<file path="config.mk">
export PLATFORM = sky130hd
export DESIGN_NAME = block_median_8bit_top
export DESIGN_NICKNAME = d
export VERILOG_FILES = /design/src/rtl/bm8_pkg.sv /design/src/rtl/block_median_8bit_top.sv /design/src/rtl/bm8_ctrl.sv /design/src/rtl/bm8_datapath.sv
export SDC_FILE = /design/constraint.sdc
export NUM_CORES = 2
export LEC_CHECK = 0
export BUFFER_PORTS_ARGS = -buffer_cell sky130_fd_sc_hd__buf_2
export CORE_AREA = 2 2 630 475
export DETAILED_ROUTE_END_ITERATION = 12
export DIE_AREA = 0 0 632 477
export PLACE_DENSITY = 0.64
export SLEW_MARGIN = 25
export SYNTH_ARGS = -nofsm -noshare
export SYNTH_HDL_FRONTEND = slang
export SYNTH_SLANG_ARGS = --single-unit
export TNS_END_PERCENT = 50
</file>
<file path="constraint.sdc">
create_clock -name clock -period 41.3 [get_ports clock]
set_input_delay 6.195 -clock clock [delete_from_list [all_inputs] [get_ports clock]]
set_output_delay 6.195 -clock clock [all_outputs]
set_load 0.01 [all_outputs]
</file>
<file path="src/rtl/bm8_pkg.sv">
// Shared types and constants of the block median unit.
`default_nettype none
package bm8_pkg;

   localparam int PIX_W   = 8;
   localparam int SIZE_W  = 11;
   localparam int NUM_BINS = 256;
   localparam logic [PIX_W-1:0]  PIX_MAX = 8'd255;
   localparam logic [SIZE_W-1:0] WINDOW_RESET = 11'd1024;

   typedef enum logic {
      ST_LOAD,
      ST_WALK
   } ctl_state_type;

   typedef struct packed {
      logic take;      // a pixel transfer happens this cycle
      logic walk_rd;   // read the next bin of the cumulative walk
      logic finish;    // load the result and clear the block
   } ctl_cmd_type;

   typedef struct packed {
      logic last_pixel;  // the pixel now offered completes the block
      logic hi_found;    // both central ranks have been located
      logic out_busy;    // the result register is full and stalled
   } dp_status_type;

endpackage
`default_nettype wire

</file>
<file path="src/rtl/block_median_8bit_top.sv">
// Top level of the block median unit for 8-bit pixel streams.
//
// Pixels arrive on the req_ channel (req_valid, req_stall, req_pixel). Every
// window_size pixels the unit delivers one median on the rsp_ channel
// (rsp_valid, rsp_stall, rsp_median). For an odd block the median is the middle
// element; for an even block it is the floor of the mean of the two middle ones.
// window_size is written through csr_we and csr_wdata; the user must do so only
// while the unit is idle, which the unit itself does not enforce. A write
// discards the block in progress. Zero acts as one, and values above MAX_WINDOW
// act as MAX_WINDOW. Pixels of a block are taken one per cycle; each updates a
// 256-bin histogram with a read-modify-write on a store with one read and one
// write port. After the last pixel the unit walks the bins one per cycle up to
// the bin of the upper middle pixel value, then loads the result. req_stall
// stays high during that walk. Reset empties the histogram at once, sets
// window_size to 1024 and drops any pending result. If the receiver stalls a
// result, the next block's walk waits at its end until the result register is
// free.
`default_nettype none
module block_median_8bit_top
   import bm8_pkg::*;
#(
   parameter int MAX_WINDOW = 1024
)
(
   input  wire logic              clock,
   input  wire logic              reset,
   input  wire logic              req_valid,
   output logic                   req_stall,
   input  wire logic [PIX_W-1:0]  req_pixel,
   output logic                   rsp_valid,
   input  wire logic              rsp_stall,
   output logic [PIX_W-1:0]       rsp_median,
   input  wire logic              csr_we,
   input  wire logic [SIZE_W-1:0] csr_wdata
);

   ctl_cmd_type   cmd;
   dp_status_type status;

   bm8_ctrl u_ctrl (
      .clock     (clock),
      .reset     (reset),
      .req_valid (req_valid),
      .req_stall (req_stall),
      .status    (status),
      .cmd       (cmd)
   );

   bm8_datapath #(
      .MAX_WINDOW (MAX_WINDOW)
   ) u_datapath (
      .clock      (clock),
      .reset      (reset),
      .req_pixel  (req_pixel),
      .csr_we     (csr_we),
      .csr_wdata  (csr_wdata),
      .rsp_stall  (rsp_stall),
      .rsp_valid  (rsp_valid),
      .rsp_median (rsp_median),
      .cmd        (cmd),
      .status     (status)
   );

endmodule
`default_nettype wire

</file>
<file path="src/rtl/bm8_ctrl.sv">
// Controller state machine of the block median unit.
`default_nettype none
module bm8_ctrl
   import bm8_pkg::*;
(
   input  wire logic          clock,
   input  wire logic          reset,
   input  wire logic          req_valid,
   output logic               req_stall,
   input  wire dp_status_type status,
   output ctl_cmd_type        cmd
);

   ctl_state_type state_ff;
   ctl_state_type state_in;

   always_ff @(posedge clock) begin
      if (reset) begin
         state_ff <= ST_LOAD;
      end else begin
         state_ff <= state_in;
      end
   end

   always_comb begin
      state_in    = state_ff;
      cmd         = '0;
      req_stall   = 1'b1;
      case (state_ff)
         ST_LOAD: begin
            req_stall = 1'b0;
            if (req_valid) begin
               cmd.take = 1'b1;
               if (status.last_pixel) begin
                  state_in = ST_WALK;
               end
            end
         end
         ST_WALK: begin
            if (!status.hi_found) begin
               cmd.walk_rd = 1'b1;
            end else if (!status.out_busy) begin
               cmd.finish = 1'b1;
               state_in   = ST_LOAD;
            end
         end
         default: begin
            state_in = ST_LOAD;
         end
      endcase
   end

endmodule
`default_nettype wire

</file>
<file path="src/rtl/bm8_datapath.sv">
// Histogram store, cumulative walk and result register of the block median unit.
`default_nettype none
module bm8_datapath
   import bm8_pkg::*;
#(
   parameter int MAX_WINDOW = 1024
)
(
   input  wire logic              clock,
   input  wire logic              reset,
   input  wire logic [PIX_W-1:0]  req_pixel,
   input  wire logic              csr_we,
   input  wire logic [SIZE_W-1:0] csr_wdata,
   input  wire logic              rsp_stall,
   output logic                   rsp_valid,
   output logic [PIX_W-1:0]       rsp_median,
   input  wire ctl_cmd_type       cmd,
   output dp_status_type          status
);

   // A bin never counts more than the largest usable block size.
   localparam int CAP = (MAX_WINDOW < 2047) ? MAX_WINDOW : 2047;
   localparam int CW  = $clog2(CAP + 1);

   logic [SIZE_W-1:0] window_size_ff;
   logic [SIZE_W-1:0] eff_size;
   logic [SIZE_W-1:0] rank_hi;
   logic [SIZE_W-1:0] rank_lo;
   logic [SIZE_W-1:0] pixels_taken_ff;
   logic              clear;

   logic [CW-1:0]     bin_mem [NUM_BINS];
   logic [NUM_BINS-1:0] bin_vld_ff;
   logic [PIX_W-1:0]  rd_addr;
   logic [CW-1:0]     rd_data_ff;
   logic              rd_vld_ff;
   logic              bypass;

   logic              inc_vld_ff;
   logic [PIX_W-1:0]  inc_addr_ff;
   logic [CW-1:0]     inc_old;
   logic [CW-1:0]     inc_val;

   logic [PIX_W-1:0]  walk_addr_ff;
   logic              walk_vld_ff;
   logic [PIX_W-1:0]  walk_bin_ff;
   logic [SIZE_W-1:0] cum_ff;
   logic [SIZE_W-1:0] cum_in;
   logic              lo_found_ff;
   logic              hi_found_ff;
   logic [PIX_W-1:0]  lo_ff;
   logic [PIX_W-1:0]  hi_ff;
   logic              walk_eval;
   logic              lo_hit;
   logic              hi_hit;
   logic [PIX_W:0]    mid_sum;

   logic              rsp_valid_ff;
   logic [PIX_W-1:0]  rsp_median_ff;

   assign clear = cmd.finish | csr_we;

   // Configuration register and effective block size.
   always_ff @(posedge clock) begin
      if (reset) begin
         window_size_ff <= WINDOW_RESET;
      end else if (csr_we) begin
         window_size_ff <= csr_wdata;
      end
   end

   always_comb begin
      if (window_size_ff == '0) begin
         eff_size = SIZE_W'(1);
      end else if (32'(window_size_ff) > 32'(MAX_WINDOW)) begin
         eff_size = SIZE_W'(CAP);
      end else begin
         eff_size = window_size_ff;
      end
      rank_hi = eff_size >> 1;
      rank_lo = eff_size[0] ? rank_hi : rank_hi - SIZE_W'(1);
   end

   always_ff @(posedge clock) begin
      if (reset || clear) begin
         pixels_taken_ff <= '0;
      end else if (cmd.take) begin
         pixels_taken_ff <= pixels_taken_ff + SIZE_W'(1);
      end
   end

   assign status.last_pixel = ({1'b0, pixels_taken_ff} + (SIZE_W+1)'(1))
                              >= {1'b0, eff_size};

   // Bin store: one read port shared by the increment and the walk.
   // A bin written in the same cycle it is read is taken from the write data.
   assign rd_addr = cmd.take ? req_pixel : walk_addr_ff;
   assign bypass  = inc_vld_ff && (inc_addr_ff == rd_addr);
   assign inc_old = rd_vld_ff ? rd_data_ff : '0;
   assign inc_val = inc_old + CW'(1);

   always_ff @(posedge clock) begin
      if (inc_vld_ff) begin
         bin_mem[inc_addr_ff] <= inc_val;
      end
      rd_data_ff <= bypass ? inc_val : bin_mem[rd_addr];
   end

   always_ff @(posedge clock) begin
      if (reset || clear) begin
         bin_vld_ff <= '0;
      end else if (inc_vld_ff) begin
         bin_vld_ff[inc_addr_ff] <= 1'b1;
      end
   end

   always_ff @(posedge clock) begin
      rd_vld_ff   <= bypass | bin_vld_ff[rd_addr];
      inc_addr_ff <= req_pixel;
      walk_bin_ff <= walk_addr_ff;
   end

   always_ff @(posedge clock) begin
      if (reset) begin
         inc_vld_ff  <= 1'b0;
         walk_vld_ff <= 1'b0;
      end else begin
         inc_vld_ff  <= cmd.take;
         walk_vld_ff <= cmd.walk_rd;
      end
   end

   // Cumulative walk. The last bin always matches, so the walk ends there at the latest.
   assign walk_eval = walk_vld_ff && !hi_found_ff;
   assign cum_in    = cum_ff + SIZE_W'(inc_old);
   assign lo_hit    = (cum_in > rank_lo) || (walk_bin_ff == PIX_MAX);
   assign hi_hit    = (cum_in > rank_hi) || (walk_bin_ff == PIX_MAX);

   always_ff @(posedge clock) begin
      if (reset || clear) begin
         walk_addr_ff <= '0;
         cum_ff       <= '0;
         lo_found_ff  <= 1'b0;
         hi_found_ff  <= 1'b0;
      end else begin
         if (cmd.walk_rd) begin
            walk_addr_ff <= walk_addr_ff + PIX_W'(1);
         end
         if (walk_eval) begin
            cum_ff <= cum_in;
            if (!lo_found_ff && lo_hit) begin
               lo_found_ff <= 1'b1;
               lo_ff       <= walk_bin_ff;
            end
            if (hi_hit) begin
               hi_found_ff <= 1'b1;
               hi_ff       <= walk_bin_ff;
            end
         end
      end
   end

   assign status.hi_found = hi_found_ff;

   // Result register.
   assign mid_sum = {1'b0, lo_ff} + {1'b0, hi_ff};

   always_ff @(posedge clock) begin
      if (reset) begin
         rsp_valid_ff <= 1'b0;
      end else if (cmd.finish) begin
         rsp_valid_ff <= 1'b1;
      end else if (!rsp_stall) begin
         rsp_valid_ff <= 1'b0;
      end
   end

   always_ff @(posedge clock) begin
      if (cmd.finish) begin
         rsp_median_ff <= mid_sum[PIX_W:1];
      end
   end

   assign status.out_busy = rsp_valid_ff && rsp_stall;
   assign rsp_valid       = rsp_valid_ff;
   assign rsp_median      = rsp_median_ff;

   // The last increment is written before the first walk bin is evaluated.
   a_inc_walk_excl: assert property (@(posedge clock) disable iff (reset)
      !(inc_vld_ff && walk_vld_ff))
      else $error("increment and walk evaluation overlap");

   a_finish_ready: assert property (@(posedge clock) disable iff (reset)
      cmd.finish |-> (hi_found_ff && lo_found_ff && !status.out_busy))
      else $error("result loaded before the walk ended or into a full register");

   a_taken_bound: assert property (@(posedge clock) disable iff (reset)
      pixels_taken_ff <= eff_size)
      else $error("pixel count ran past the block size");

   a_rsp_source: assert property (@(posedge clock) disable iff (reset)
      $rose(rsp_valid_ff) |-> $past(cmd.finish))
      else $error("result appeared without a finished block");

   a_no_take_walk: assert property (@(posedge clock) disable iff (reset)
      !(cmd.take && (cmd.walk_rd || cmd.finish)))
      else $error("pixel transfer during the walk");

endmodule
`default_nettype wire

</file>
; ---- Yosys cells after proc, flatten, opt, wreduce, memory -nomap -nowiden
; Memory sizes are Yosys's and may differ from the RTL's. A register that Yosys moved wholly into a read port is not among the register bits.
; Cells that the tools add are included.
[op_classes]
add_sub_neg = 7
magnitude_cmp = 7
n_eq_ne = 3
mux = 25
n_bitwise = 5
n_reduce_logical = 15
[op_table]
columns = operator, count
row1 = bitwise OR 256 bit, 1
row2 = 2-to-1 mux 11 bit, 4
row3 = "adder 11 x 1 -> 11 bit, second input constant", 2
row4 = "< comparator 8 x 9 -> 1 bit, second input constant", 2
row5 = 2-to-1 mux 1 bit, 16
row6 = "adder 11 x 1 -> 12 bit, second input constant", 1
row7 = greater-or-equal comparator 12 x 11 -> 1 bit, 1
row8 = adder 11 bit, 1
row9 = > comparator 11 x 10 -> 1 bit, 1
row10 = > comparator 11 bit, 1
row11 = "> comparator 11 bit, second input constant", 1
row12 = logical NOT 11 bit, 1
row13 = "subtractor 10 x 1 -> 11 bit, second input constant", 1
row14 = adder 8 x 8 -> 9 bit, 1
row15 = "adder 8 x 1 -> 8 bit, second input constant", 1
row16 = binary-select mux 1 bit (select 8 bit), 1
row17 = demux 1 bit (select 8 bit), 1
row18 = equality test 8 bit, 1
row19 = "equality test 8 bit, second input constant", 1
row20 = "greater-or-equal comparator 8 x 1 -> 1 bit, second input constant", 1
row21 = 2-to-1 mux 8 bit, 1
row22 = AND reduction 3 bit, 2
row23 = logical AND 1 bit, 5
row24 = AND reduction 2 bit, 2
row25 = 7 further kinds, 12
[totals]
reg_bits = 344
mem_bits_rw = 2816
out_inout_bits = 10
wordCells = 80
memories = 1
[memory_table]
columns = name, words, width, read_ports, rd_clocked_by_memory_dff, write_ports, line
row1 = u_datapath.bin_mem, 256, 11, 1, 1, 1, bm8_datapath.sv:32  ; logic [CW-1:0] bin_mem [NUM_BINS];

; ---- Longest topological paths before layout
[depth]
depth_word = 9
mapped_depth = 29
mapped_depth_nobuf = 24

; ---- Cells and area by module
; From an unflattened synthesis, not the netlist that was laid out.
[hier_totals]
cells_unflattened = 6041
hier_area_um2 = 123484.7
[modules_own_cells]
columns = module, instances, cells_each, area_per_inst_um2, seq_area_each_um2
row1 = bm8_datapath, 1, 6032, 123419.6, 91828.1
row2 = bm8_ctrl, 1, 9, 65.1, 20.0

; ---- Least setup slack after synthesis
; No wires, ideal clock.
[synth_timing]
kind = register to register
from = register (tool-made name)
to = memory u_datapath.bin_mem[0][2] in the netlist's numbering, data pin
setup_ps = 2188
t_arrival_ps = 12728
required_time_ps = 39112
slack_ps = 26385
path_stages_with_launch = 9
cell_sequence = dfxtp_1 > buf_6 > buf_6 > buf_2 > mux4_2 > mux4_2 > mux4_2 > mux4_2 > o21ai_0
[synth_rtl]
columns = item, line
row1 = to (decl), bm8_datapath.sv:32

; ---- Final worst setup path
[layout_timing]
from = input port req_valid
to = register u_datapath.rd_vld_ff
[layout_via]
elab_chain_cells = 6
word_cells_on_any_way = 8
cone_classes = 1 x eq/ne / 5 x mux / 1 x bitwise / 1 x reduce/logical
[layout_rtl]
columns = item, line
row1 = from (decl), block_median_8bit_top.sv:27  ; input wire logic req_valid,
row2 = 2-to-1 mux 1 bit (*), bm8_ctrl.sv:32  ; if (req_valid) begin
row3 = 2-to-1 mux 1 bit (*), bm8_ctrl.sv:29  ; case (state_ff)
row4 = 2-to-1 mux 8 bit (*), bm8_datapath.sv:97  ; assign rd_addr = cmd.take ? req_pixel : walk_addr_ff;
row5 = binary-select mux 1 bit (select 8 bit) / equality test 8 bit (equally long branches), "bm8_datapath.sv:118, bm8_datapath.sv:98"
row6 = 2-to-1 mux 1 bit (implied by the code) / logical AND 1 bit (equally long branches), "bm8_datapath.sv:118, bm8_datapath.sv:98"
row7 = bitwise OR 1 bit (*), bm8_datapath.sv:118  ; rd_vld_ff <= bypass | bin_vld_ff[rd_addr];
row8 = to (signal assigned), bm8_datapath.sv:118
row9 = to (decl), bm8_datapath.sv:36  ; logic rd_vld_ff;
; Every way passes the cells marked *; elsewhere a longest branch is shown, timed or not. The select of a mux whose other input is x is not followed.
; A chain may end at the register's enable or synchronous reset.

==> metrics.txt <==
Longest Clk Path Bufs 4; CP required 42060 ps; Setup CP Type primary input to flip-flop; VDD IR max approximately 39 µV; relative slew slack about 22%; Fmax 100 MHz; Commonest cells post-synth 2840 x edfxtp_1, 844 x mux4_2, 359 x nor2_1; layout cells sized above 1 a little over a quarter; via/cell ratio around 6; Setup Skew 75.5 ps; die height 477 µm; Placed Instances between 9000 and 10000; Reg clk slew, reported paths 70 ps; asr flop ratio synth 0%; Clock Latency Late Sink between 800 and 900 ps; minimum clock period 9970 ps; # clock sinks 3168; Die X 632 µm; Place WS 30630 ps; startpoint types primary input; setup TNS 0 ps; area of the multi-input gates 30900 µm²; total area of sequential cells 91900 µm²; RePlAce Congestion 0.907; max-slew violations 0; Wirelength per Cell between 30 and 40 µm; post-cts gate resize count 0; leakage approximately 43 nW; worst-margin pin slew 1160 ps; Fin. Hold Viols 0; Hold-fix buffers, CTS 0; Worst setup EP type flip-flop; postcts setup bufs 0; RSZ-0062 raised after global routing false; core area ~300000 µm²; setup violators final 0; Mapped Cells 6187; YS warnings 0; clock root cell clkbuf_16; dominant cell type by area after synthesis edfxtp_1; via count 63996; final non-filler cell total 10488; Num CTS Buffers 296; CP Data Arrival Time around 11000 ps; largest net degree at the start of global routing 246; final WL around 330000 µm; 1st-pass router iterations 6; CTS tree yes; Post-DRT Antenna Nets 0; P&R area growth vs syn 12.2%; Final Cycle Share 24.1%; Synth area leaders edfxtp_1 69%, mux4_2 15%, dfxtp_1 5.3%; DPL Wire Length 200000 µm; syn avg cell area approximately 20 µm²; status finished, final reports clean; R2R Setup Slk approximately 31000 ps; 1st-iter DRT viols 10191; Post-synth EDFFs 2840; vias in the first global route 61799; worst setup margin 31330 ps; Die Area 301000 µm²; most frequent cell after synthesis edfxtp_1; Post-Syn Area around 120000 µm²; initial antenna violation count 20; sequential-to-total area share from yosys stat ~74%; top-area cell type share of the netlist area 69.1%; first-pass GRT wire length 467000 µm; Synth cell types 86; site row count 173; CP max FO 67; prevailing post-synth register cell edfxtp_1; fill cell count 24158; Ports 34; GR Overflow Total 0; fin nets 6400; H-tree level count 5; power per cell area 49.8 nW/µm²; Initial Util between 40% and 50%; DRC 0; GRT Total Usage 21.5%; Syn Nets between 6000 and 7000; worst hold path class flip-flop to flip-flop; I/O Buffers 33; max cap viols 0; Seq cells post-synth between 3000 and 4000
-- path summary, 6_finish.rpt --
kind	startpoint	endpoint	depth (start not counted)
max	req_valid	u_datapath.rd_vld_ff$_DFF_P_	17
min	u_datapath.walk_addr_ff[7]$_SDFFE_PP0P_	u_datapath.walk_bin_ff[7]$_DFF_P_	0
max reg2reg	flip-flop	u_datapath.hi_ff[4]$_DFFE_PP_	23
min reg2reg	u_datapath.walk_addr_ff[7]$_SDFFE_PP0P_	u_datapath.walk_bin_ff[7]$_DFF_P_	0
-- worst max-delay path, stage by stage --
cell	delay, ps
buf_2	90
nor2b_2	140
buf_4	390
mux2i_4	290
buf_4	630
inv_4	470
buf_4	460
nand2_1	150
and3_1	170
a311oi_1	60
a311oi_1	410
a311oi_1	110
a211oi_1	340
a21oi_1	150
a21oi_1	190
a21oi_1	90
a41o_1	230
-- layout by cell type, fill, tap and decap left out, types with 24 or more instances in the layout --
cell       synthesis  final
clkbuf_16          0    309
clkbuf_1         204     66
edfxtp_1        2840   2840
clkinv_1           3     46
nor2_1           359    153
dfxtp_1          328    323
nor2_2             1    118
inv_1             34     30
ha_1              46     46
nor2_4             0     89
buf_2             58     34
a22oi_1           56     56
mux4_2           844    844
mux2i_1           88     80
clkinv_2           0     58
o21a_1           244    244
nand3_1          174    163
xor2_1            25     24
nand2_1          345    341
xnor2_1           36     32
buf_4             16    152
a21oi_1           67     66
a311oi_1          41     41
-- cell type report --
| class | instances | area share [%] |
|---|---|---|
| clock buffers | 387 | 5.86 |
| repair buffers | 206 | 1.19 |
| well taps | 3937 | 3.55 |
| clock inverters | 130 | 0.702 |
| flip-flops and latches | 3168 | 66.3 |
| diodes | 3 | 0.00542 |
| inverters | 39 | 0.119 |
| multi-input cells | 2618 | 22.3 |
-- where the power goes --
part           total (mW)  switching (mW)  internal [mW]
combinational       0.595           0.422          0.172
clock                2.64            1.18           1.46
sequential           3.67         0.00931           3.66
total                6.90            1.61           5.29
-- flip-flops by register name, indices dropped and copies added (netlist names), 8 cells and up, named ones only --
| name | flops |
|---|---|
| u_datapath.walk_bin_ff | 8 |
| u_datapath.lo_ff | 8 |
| u_datapath.walk_addr_ff | 8 |
| u_datapath.rsp_median | 8 |
| u_datapath.bin_vld_ff | 256 |
| u_datapath.cum_ff | 11 |
| u_datapath.bin_mem | 2816 |
| u_datapath.inc_addr_ff | 8 |
| u_datapath.window_size_ff | 11 |
| u_datapath.hi_ff | 8 |
| u_datapath.pixels_taken_ff | 11 |
-- routing by layer --
layer	part of all wire (%)	track usage, %
met4	2.8	5.62
met1	43	33.3
met3	11	5.26
met5	0.041	0.206
met2	43	30.4
-- logic make-up (layout without fill, tap and decap cells) --
logic type	count (synthesis)	after routing	synth area share, %
flops	3168	3168	74.4
simple gates	1023	1023	3.60
mux	936	936	16.1
compound gates	547	547	3.29
buf+inv	401	762	1.64
xor+xnor	63	63	0.459
fa+ha+maj	48	48	0.490
other cells	1	4	0.00304
-- metrics by stage --
step	util (%)	power, mW	hold WS [ps]	cell area [µm²]
floorplan	-	4.17	362	124000
global placement	43.6	4.30	390	129000
detailed placement	43.8	4.33	399	129000
CTS	46.8	6.92	408	138000
global route	46.9	7.09	416	139000
finish	46.9	6.90	407	139000
Note: power is estimated with default switching activity, not from simulation.
